<file path="src/sv/kpvf_pkg.sv">
// ----------------------------------------------------------------------------
// kpvf_pkg
// Shared widths, operation codes and saturating helpers for the filter.
// ----------------------------------------------------------------------------
package kpvf_pkg;

  localparam int WordBits = 48;
  localparam int FracBits = 32;
  localparam int CfgBits  = 40;
  localparam int IdxBits  = 2;
  localparam int MagBits  = WordBits - 1;

  typedef logic signed [WordBits-1:0] word_t;
  typedef logic [MagBits-1:0]         mag_t;

  localparam word_t WMAX = {1'b0, {(WordBits-1){1'b1}}};
  localparam word_t WMIN = {1'b1, {(WordBits-1){1'b0}}};
  localparam word_t ONE  = word_t'(1) <<< FracBits;

  // Register indexes.
  localparam logic [IdxBits-1:0] REG_QP = 2'd0;
  localparam logic [IdxBits-1:0] REG_QV = 2'd1;
  localparam logic [IdxBits-1:0] REG_RP = 2'd2;
  localparam logic [IdxBits-1:0] REG_RV = 2'd3;

  // Arithmetic unit operations.
  localparam logic [1:0] OP_ADD = 2'd0;
  localparam logic [1:0] OP_SUB = 2'd1;
  localparam logic [1:0] OP_MUL = 2'd2;
  localparam logic [1:0] OP_DIV = 2'd3;

  typedef struct packed {
    logic       start;
    logic [1:0] op;
    word_t      x;
    word_t      y;
  } alu_req_t;

  typedef struct packed {
    logic  done;
    word_t res;
  } alu_rsp_t;

  function automatic word_t sat_add(word_t a, word_t b);
    logic signed [WordBits:0] s;
    s = {a[WordBits-1], a} + {b[WordBits-1], b};
    if (s[WordBits] != s[WordBits-1]) return s[WordBits] ? WMIN : WMAX;
    return s[WordBits-1:0];
  endfunction

  function automatic word_t sat_sub(word_t a, word_t b);
    logic signed [WordBits:0] s;
    s = {a[WordBits-1], a} - {b[WordBits-1], b};
    if (s[WordBits] != s[WordBits-1]) return s[WordBits] ? WMIN : WMAX;
    return s[WordBits-1:0];
  endfunction

  // Clamp a register value to the largest word.
  function automatic word_t reg_word(logic [CfgBits-1:0] v);
    if (CfgBits >= WordBits) begin
      if ((v >> MagBits) != '0) return WMAX;
    end
    return word_t'(v);
  endfunction

endpackage

</file>
<file path="src/sv/kpvf_alu.sv">
// ----------------------------------------------------------------------------
// kpvf_alu
// Shared saturating unit: add and subtract registered straight from the request, fixed point multiply
// over four 24-bit partial products, and restoring division one bit a cycle.
// ----------------------------------------------------------------------------
module kpvf_alu (
  input  logic              clk,
  input  logic              rst_n,
  input  kpvf_pkg::alu_req_t req,
  output kpvf_pkg::alu_rsp_t rsp
);
  import kpvf_pkg::*;

  localparam int HB    = (MagBits + 1) / 2;
  localparam int PBits = 2 * WordBits;
  localparam int QBits = MagBits + FracBits + 1;
  localparam int CntW  = $clog2(QBits + 1);

  localparam logic [1:0] ST_IDLE = 2'd0;
  localparam logic [1:0] ST_MUL  = 2'd1;
  localparam logic [1:0] ST_DIV  = 2'd2;
  localparam logic [1:0] ST_FIN  = 2'd3;

  logic [1:0]          st_r, st_nxt;
  logic [1:0]          op_r;
  logic                neg_r;
  logic [WordBits-1:0] a_r, b_r;
  logic [PBits-1:0]    acc_r;
  logic [1:0]          step_r;
  logic [QBits-1:0]    num_r;
  logic [QBits-1:0]    quo_r;
  logic [MagBits:0]    rem_r;
  logic [CntW-1:0]     cnt_r;
  logic                done_r;
  word_t               res_r;

  // Magnitudes keep the full word width, so the most negative word is exact.
  function automatic logic [WordBits-1:0] magn(word_t v);
    return v[WordBits-1] ? -v : v;
  endfunction

  function automatic word_t make(logic neg, logic big, mag_t m);
    if (big) return neg ? WMIN : WMAX;
    return neg ? -word_t'({1'b0, m}) : word_t'({1'b0, m});
  endfunction

  logic [HB-1:0]    pa, pb;
  logic [2*HB-1:0]  pp;
  logic [PBits-1:0] pp_sh, acc_sum, rnd;
  logic [MagBits:0] rem_sh;
  logic             ge;
  logic [QBits:0]   qr;

  always_comb begin
    pa = step_r[0] ? HB'(a_r >> HB) : HB'(a_r);
    pb = step_r[1] ? HB'(b_r >> HB) : HB'(b_r);
    pp = pa * pb;
    pp_sh = PBits'(pp) << (HB * (int'(step_r[0]) + int'(step_r[1])));
    acc_sum = acc_r + pp_sh;
    rnd = acc_r + (PBits'(1) << (FracBits - 1));
    rem_sh = {rem_r[MagBits-1:0], num_r[QBits-1]};
    ge = rem_sh >= b_r;
    qr = {1'b0, quo_r} + QBits'(1);
  end

  always_comb begin
    st_nxt = st_r;
    unique case (st_r)
      ST_IDLE: if (req.start && (req.op == OP_MUL)) st_nxt = ST_MUL;
               else if (req.start && (req.op == OP_DIV)) st_nxt = ST_DIV;
      ST_MUL:  if (step_r == 2'd3) st_nxt = ST_FIN;
      ST_DIV:  if (cnt_r == CntW'(1)) st_nxt = ST_FIN;
      ST_FIN:  st_nxt = ST_IDLE;
      default: st_nxt = ST_IDLE;
    endcase
  end

  always_ff @(posedge clk) begin
    if (!rst_n) begin
      st_r   <= ST_IDLE;
      done_r <= 1'b0;
    end else begin
      st_r   <= st_nxt;
      done_r <= 1'b0;
      case (st_r)
        ST_IDLE: if (req.start) begin
          op_r   <= req.op;
          neg_r  <= req.x[WordBits-1] ^ req.y[WordBits-1];
          a_r    <= magn(req.x);
          b_r    <= magn(req.y);
          acc_r  <= '0;
          step_r <= 2'd0;
          rem_r  <= '0;
          quo_r  <= '0;
          cnt_r  <= CntW'(QBits);
          num_r  <= QBits'(magn(req.x)) << FracBits;
          if (req.op == OP_ADD) begin
            res_r <= sat_add(req.x, req.y); done_r <= 1'b1;
          end else if (req.op == OP_SUB) begin
            res_r <= sat_sub(req.x, req.y); done_r <= 1'b1;
          end
        end
        ST_MUL: begin
          acc_r  <= acc_sum;
          step_r <= step_r + 2'd1;
        end
        ST_DIV: begin
          num_r <= num_r << 1;
          cnt_r <= cnt_r - CntW'(1);
          if (ge) begin
            rem_r <= rem_sh - b_r;
            quo_r <= {quo_r[QBits-2:0], 1'b1};
          end else begin
            rem_r <= rem_sh;
            quo_r <= {quo_r[QBits-2:0], 1'b0};
          end
        end
        ST_FIN: begin
          done_r <= 1'b1;
          if (op_r == OP_MUL) begin
            res_r <= make(neg_r, ((rnd >> FracBits) >> MagBits) != '0,
                          MagBits'(rnd >> FracBits));
          end else if (b_r == '0) begin
            // With a zero divisor the sign is the numerator's own.
            res_r <= (a_r == '0) ? '0 : make(neg_r, 1'b1, '0);
          end else if ({rem_r, 1'b0} >= {1'b0, b_r}) begin
            res_r <= make(neg_r, (qr >> MagBits) != '0, MagBits'(qr));
          end else begin
            res_r <= make(neg_r, (quo_r >> MagBits) != '0, MagBits'(quo_r));
          end
        end
        default: ;
      endcase
    end
  end

  assign rsp.done = done_r;
  assign rsp.res  = res_r;

endmodule

</file>
<file path="config.mk">
export PLATFORM = sky130hd
export DESIGN_NAME = kpvf_alu
export DESIGN_NICKNAME = d
export VERILOG_FILES = /design/src/sv/kpvf_pkg.sv /design/src/sv/kpvf_alu.sv
export SDC_FILE = /design/constraint.sdc
export NUM_CORES = 2
export LEC_CHECK = 0
export BUFFER_PORTS_ARGS = -buffer_cell sky130_fd_sc_hd__buf_2
export CELL_PAD_IN_SITES_DETAIL_PLACEMENT = 1
export CELL_PAD_IN_SITES_GLOBAL_PLACEMENT = 2
export CORE_MARGIN = 2
export CORE_UTILIZATION = 31
export CTS_CLUSTER_SIZE = 8
export DETAILED_ROUTE_END_ITERATION = 7
export PLACE_DENSITY = 0.73
export SYNTH_ARGS = -nofsm -noshare
export SYNTH_HDL_FRONTEND = slang
export SYNTH_SLANG_ARGS = --single-unit
</file>
<file path="constraint.sdc">
create_clock -name clk -period 17.25 [get_ports clk]
set_input_delay 3.45 -clock clk [delete_from_list [all_inputs] [get_ports clk]]
set_output_delay 3.45 -clock clk [all_outputs]
set_load 0.05 [all_outputs]
</file>
* After elaboration in Yosys (flattened, before gate mapping)
Cells that the tools add are included.
** Operators by class
- Multiply operators :: 2
- Eq/ne operators :: 16
- Muxes and demuxes :: 83
- Magnitude comparators :: 2
- Shift-type cells :: 1
- Reduce and logical (&&, ||, !) cells :: 17
- Bitwise logic cells :: 1
- Add/subtract/negate cells :: 14
- Divide/modulo/power cells :: 0
** Operators by type and width (count)
- $mux 48 :: 27
- $pmux 80 s2 :: 2
- $pmux 48 s2 :: 2
- $pmux 96 s2 :: 1
- $mux 80 :: 2
- $neg 47->48 :: 3
- $add 96x32->96 const B :: 1
- $add 96x96->96 :: 1
- $logic_not 48->1 :: 2
- $mux 96 :: 1
- $neg 48->48 :: 2
- $reduce_bool 96->1 :: 1
- $shl 48x7->96 :: 1
- $add 80x1->81 const B :: 1
- $reduce_bool 81->1 :: 1
- $reduce_bool 80->1 :: 1
- $add 48x48->49 :: 1
- $ge 49x48->1 :: 1
- $sub 48x48->49 :: 1
- $ge 48x48->1 :: 1
- $mul 24x24->48 :: 1
- $mux 24 :: 2
- $sub 48x48->48 :: 1
- $mux 47 :: 1
- other kinds (23) :: 78
** Storage, ports and cells
- Bits in writable memories :: 0
- Latch bits :: 0
- Register bits :: 463
- Memories kept :: 0
- Logic and storage cells :: 150
- Bits of input ports :: 101
- Output and inout bits :: 49
- ROM bits :: 0

* Depth between registers and ports, before layout
- Depth after elaboration :: 13
- Gate-level depth with buffers :: 47
- Depth with buffers taken out :: 43

* Worst setup path before layout
OpenSTA, ideal clock, no wires.
- Path kind :: in2reg
- From :: input rst_n
- To :: register cnt_r[0] (enable)
- Arrival :: 12.340 ns
- Path slack :: 4.121 ns
- Setup time :: 0.788 ns
- Required time :: 16.462 ns
- Stages on the path :: 2
- Cell sequence :: inv_1 -> a21oi_1
** Between the ends
- Word-level cells in the longest chain between the ends :: 1
** Ends and longest elaborated chain
- start, declared :: RTL line kpvf_alu.sv:8 : input logic rst_n,
- $reduce_and 3->1 (no line)
- end signal, assigned :: RTL line kpvf_alu.sv:95 : cnt_r <= CntW'(QBits);
- end signal, assigned :: RTL line kpvf_alu.sv:109 : cnt_r <= cnt_r - CntW'(1);
- end, declared :: RTL line kpvf_alu.sv:33 : logic [CntW-1:0] cnt_r;
No other way between the ends.
A chain may end at the register's enable or synchronous reset.

* Final worst setup path
- From :: register step_r[1]
- To :: register acc_r[94] (data pin)
** Between the ends
- Word-level cells in the longest chain between the ends :: 5
- Elaborated cells on any way between the ends :: 7
** Ends and longest elaborated chain
- start, declared :: RTL line kpvf_alu.sv:29 : logic [1:0] step_r;
- start signal, assigned :: RTL line kpvf_alu.sv:105 : step_r <= step_r + 2'd1;
- $mux 24 / $add 1x1->2 (equally long branches) :: RTL line kpvf_alu.sv:56, kpvf_alu.sv:58
- $mul 24x24->48 / $mul 2x2->4 (equally long branches) :: RTL line kpvf_alu.sv:57, kpvf_alu.sv:58
- $shl 48x7->96 * :: RTL line kpvf_alu.sv:58 : pp_sh = PBits'(pp) << (HB * (int'(step_r[0]) + int'(step_r[1])));
- $add 96x96->96 * :: RTL line kpvf_alu.sv:59 : acc_sum = acc_r + pp_sh;
- $pmux 96 s2 * :: RTL line kpvf_alu.sv:85 : case (st_r)
- end signal, assigned :: RTL line kpvf_alu.sv:104 : acc_r <= acc_sum;
- end, declared :: RTL line kpvf_alu.sv:28 : logic [PBits-1:0] acc_r;
Every way passes the cells marked *; elsewhere a longest branch is shown, timed or not.

==> report_table.html <==
<table>
<tr><th>Metric</th><th>Value</th></tr>
<tr><th colspan="2">Die</th></tr>
<tr><td>Number of ports placed on the die boundary</td><td>150</td></tr>
<tr><td>Die boundary height</td><td>457 um</td></tr>
<tr><td>Overall die width</td><td>457 um</td></tr>
<tr><td>Die Footprint</td><td>209000 um2</td></tr>
<tr><td>Placeable core area</td><td>slightly above 200000 um2</td></tr>
<tr><td>Placement row count</td><td>roughly 170</td></tr>
<tr><td>Starting Density</td><td>31.1%</td></tr>
<tr><th colspan="2">CTS</th></tr>
<tr><td>Level count of the clock H-tree</td><td>3</td></tr>
<tr><td>Total number of clock tree sinks</td><td>431</td></tr>
<tr><td>Clock transition at path regs</td><td>60 ps</td></tr>
<tr><td>Maximum number of buffers from clock root to sink</td><td>3</td></tr>
<tr><td>CTS tree</td><td>done</td></tr>
<tr><td>Clk Latency, worst-skew pair</td><td>690 ps</td></tr>
<tr><td>CTS Hold Bufs</td><td>0</td></tr>
<tr><td>Number of clock buffers inserted by TritonCTS</td><td>around 70</td></tr>
<tr><td>Post-CTS setup repair buffer count</td><td>0</td></tr>
<tr><td>Post-cts resize count</td><td>0</td></tr>
<tr><td>Cell chosen for the clock root</td><td>sky130_fd_sc_hd__clkbuf_16</td></tr>
<tr><th colspan="2">STA</th></tr>
<tr><td>Final worst setup slack</td><td>3790 ps</td></tr>
<tr><td>Clock period minus final worst setup slack</td><td>13460 ps</td></tr>
<tr><td>Number of slew-limit violations in the final report</td><td>0</td></tr>
<tr><td>Unrepaired setup endpoints after global routing</td><td>no</td></tr>
<tr><td>Max Fclk</td><td>74.3 MHz</td></tr>
<tr><td>Finish-stage setup viols</td><td>0</td></tr>
<tr><td>Slew @ Worst Pin</td><td>roughly 1400 ps</td></tr>
<tr><td>Tcrit/Tclk final</td><td>around 80%</td></tr>
<tr><td>Total negative slack</td><td>0 ps</td></tr>
<tr><td>Worst hold margin</td><td>529 ps</td></tr>
<tr><td>Max-slew headroom at the worst pin</td><td>4.27%</td></tr>
<tr><td>Final hold violations</td><td>0</td></tr>
<tr><td>Clk_skew</td><td>50.4 ps</td></tr>
<tr><th colspan="2">Detailed routing</th></tr>
<tr><td>1st-pass router iterations</td><td>5</td></tr>
<tr><td>Count of vias placed by the detailed router</td><td>between 50k and 60k</td></tr>
<tr><td>Antenna Violating Nets Remaining</td><td>0</td></tr>
<tr><td>DRT iter0 DRCs</td><td>4420</td></tr>
<tr><td>Routed wire per std cell</td><td>about 27 um</td></tr>
<tr><td>Average via count per standard cell</td><td>~5.7</td></tr>
<tr><td>Routed wire length</td><td>~280 mm</td></tr>
<tr><td>DRC violations left</td><td>0</td></tr>
<tr><th colspan="2">Critical path</th></tr>
<tr><td>Dominant delay contributor by cell family on the critical path</td><td>compound AO/OA/AOI/OAI gates</td></tr>
<tr><td>Type of the worst setup path</td><td>reg -&gt; reg</td></tr>
<tr><td>Worst path required time</td><td>approximately 18000 ps</td></tr>
<tr><td>Count of buffering cells on the critical path with inverters included</td><td>5</td></tr>
<tr><td>CP Capture Type</td><td>flip-flop</td></tr>
<tr><td>Delay of the slowest cell on the worst path</td><td>1020 ps</td></tr>
<tr><td>Critical-path cell with the highest stage delay</td><td>sky130_fd_sc_hd__a21boi_1</td></tr>
<tr><td>Setup slack on the worst flop-to-flop path</td><td>between 3000 and 4000 ps</td></tr>
<tr><td>Data arrival time of the critical path</td><td>13880 ps</td></tr>
<tr><td>Largest fanout of any net on the critical path</td><td>47</td></tr>
<tr><td>Startpoint kind of the worst setup timing path</td><td>flip-flop</td></tr>
<tr><td>Cell with the most instances on the worst path</td><td>sky130_fd_sc_hd__fa_1</td></tr>
<tr><th colspan="2">Layout</th></tr>
<tr><td>Fraction of final layout cells sized beyond drive strength 1</td><td>7.31%</td></tr>
<tr><td>Commonest non-fill, non-tap cell in the layout</td><td>sky130_fd_sc_hd__nor2_1</td></tr>
<tr><td>Area grow syn2layout</td><td>9.05%</td></tr>
<tr><td>Most used cells in the layout excluding fill and tap cells</td><td>sky130_fd_sc_hd__nor2_1, sky130_fd_sc_hd__inv_1, sky130_fd_sc_hd__nand2_1, sky130_fd_sc_hd__a21oi_1, sky130_fd_sc_hd__fa_1</td></tr>
<tr><td>Number of fillers in the final layout</td><td>about 24k</td></tr>
<tr><td>Count of nets after finishing</td><td>8762</td></tr>
<tr><th colspan="2">Synth</th></tr>
<tr><td>Post-synth EDFFs</td><td>428</td></tr>
<tr><td>Number of synthesis warnings</td><td>0</td></tr>
<tr><td>Synth Register Bits</td><td>431</td></tr>
<tr><td>Top_reg_cell synth</td><td>sky130_fd_sc_hd__edfxtp_1</td></tr>
<tr><td>Largest cells by area after synthesis</td><td>sky130_fd_sc_hd__edfxtp_1, sky130_fd_sc_hd__fa_1, sky130_fd_sc_hd__ha_1</td></tr>
<tr><td>Number of instances in the synthesized netlist</td><td>7845</td></tr>
<tr><td>Synthesized Nets</td><td>a little under 9k</td></tr>
<tr><td>Netlist area before placement</td><td>around 64000 um2</td></tr>
<tr><td>Number of distinct library cells after synthesis</td><td>92</td></tr>
<tr><td>Area leader, netlist</td><td>sky130_fd_sc_hd__edfxtp_1</td></tr>
<tr><td>Fraction of registers with async set/reset</td><td>0%</td></tr>
<tr><td>Post-Synthesis Mean Instance Area</td><td>8.11 um2</td></tr>
<tr><td>Share of synthesized area occupied by flip-flops and latches</td><td>between 20% and 30%</td></tr>
<tr><td>Share of the synthesized area in the top cell type</td><td>20.2%</td></tr>
<tr><th colspan="2">GRT</th></tr>
<tr><td>Initial antenna violation count</td><td>48</td></tr>
<tr><td>Global-route wire length before repair</td><td>approximately 410 mm</td></tr>
<tr><td>Number of global-route vias before repair</td><td>61.6k</td></tr>
<tr><td>Maximum number of pins on one net before global-route repair</td><td>around 180</td></tr>
<tr><td>Overall Global Routing Usage</td><td>between 20% and 30%</td></tr>
<tr><td>Sum of overflow across all layers after global routing</td><td>0</td></tr>
<tr><th colspan="2">Run</th></tr>
<tr><td>Max cap viols</td><td>0</td></tr>
<tr><th colspan="2">Outcome</th></tr>
<tr><td>Run status</td><td>complete, no violations</td></tr>
<tr><th colspan="2">Min path</th></tr>
<tr><td>Worst hold path type</td><td>reg -&gt; reg</td></tr>
<tr><th colspan="2">Placed design</th></tr>
<tr><td>Setup Slack @ Placement</td><td>4030 ps</td></tr>
<tr><td>Detailed placement HPWL</td><td>between 200 and 250 mm</td></tr>
<tr><td>Port Buf Inserts</td><td>around 150</td></tr>
<tr><td>Global placement routability congestion</td><td>0.918</td></tr>
</table>
registers in the layout (all words and copies together), names as in the netlist:
name    cells
done_r      1
step_r      2
neg_r       1
cnt_r       7
st_r        2
quo_r      80
acc_r      96
a_r        48
num_r      48
op_r        2
b_r        48
res_r      48
rem_r      48
synth_stat cells, drive strengths merged, types with 87 or more instances:
master / count
fa: 486
clkbuf: 405
nand2: 783
and2: 141
o31ai: 87
inv: 819
nand3: 141
xor2: 136
o21ai: 414
nor4: 100
edfxtp: 428
xnor2: 347
a21oi: 555
ha: 427
nand4: 156
mux2i: 105
a21o: 130
nor3: 131
nor2: 840
area by class of cell:
cell class,instances,area [um2],area share [%]
diodes,24,60.1,0.0866
clock buffers,89,1900,2.73
clock inverters,20,198,0.285
inverters,822,3090,4.45
multi-input cells,6151,46200,66.6
flip-flops and latches,431,12900,18.6
well taps,2688,3360,4.85
repair buffers,271,1670,2.41
per-layer routing:
layer	track usage [%]	wire [um]	share of wire (%)
met3	3.95	15200	5.5
met4	9.92	11300	4.0
met2	43.1	131000	47
met5	0	138	0.050
met1	34.5	121000	43
per-stage QoR:
step	cell area [um2]	utilization [%]	instances
floorplan	63600	-	7845
global placement	67200	32.9	10363
detailed placement	67200	32.9	10363
CTS	69300	33.9	10472
global route	69400	33.9	10485
finish	69400	33.9	10496
kinds of logic (layout without fill, tap and decap cells):
group | after synthesis | in the layout | share of synthesized area, %
AOI/OAI and AO/OA | 1871 | 1871 | 18.7
xor gates and xnor gates | 483 | 483 | 6.65
adders and majority gates | 913 | 913 | 23.7
buffers and inverters | 1263 | 1202 | 7.47
DFF | 431 | 431 | 20.3
muxes | 191 | 191 | 3.20
other | 0 | 24 | 0
and+or+nand+nor | 2693 | 2693 | 20.0
worst reg2reg max path: cells and delay by family (launching register included):
kind            cells  cell delay, ps
fa+ha+maj           9            4680
mux                 2             350
buf+inv             5            1310
flops               1             320
simple gates        5            1020
compound gates     19            5550
worst paths after layout:
path / cells after the start / startpoint / endpoint
setup / recovery: 40 / step_r[1] / acc_r[94]
hold / removal: 2 / st_r[1] / st_r[1]
setup reg to reg: 40 / step_r[1] / acc_r[94]
hold reg to reg: 2 / st_r[1] / st_r[1]
Power is not shown: default switching activity piles up to over one toggle a cycle in this logic, so the estimate is an artifact.
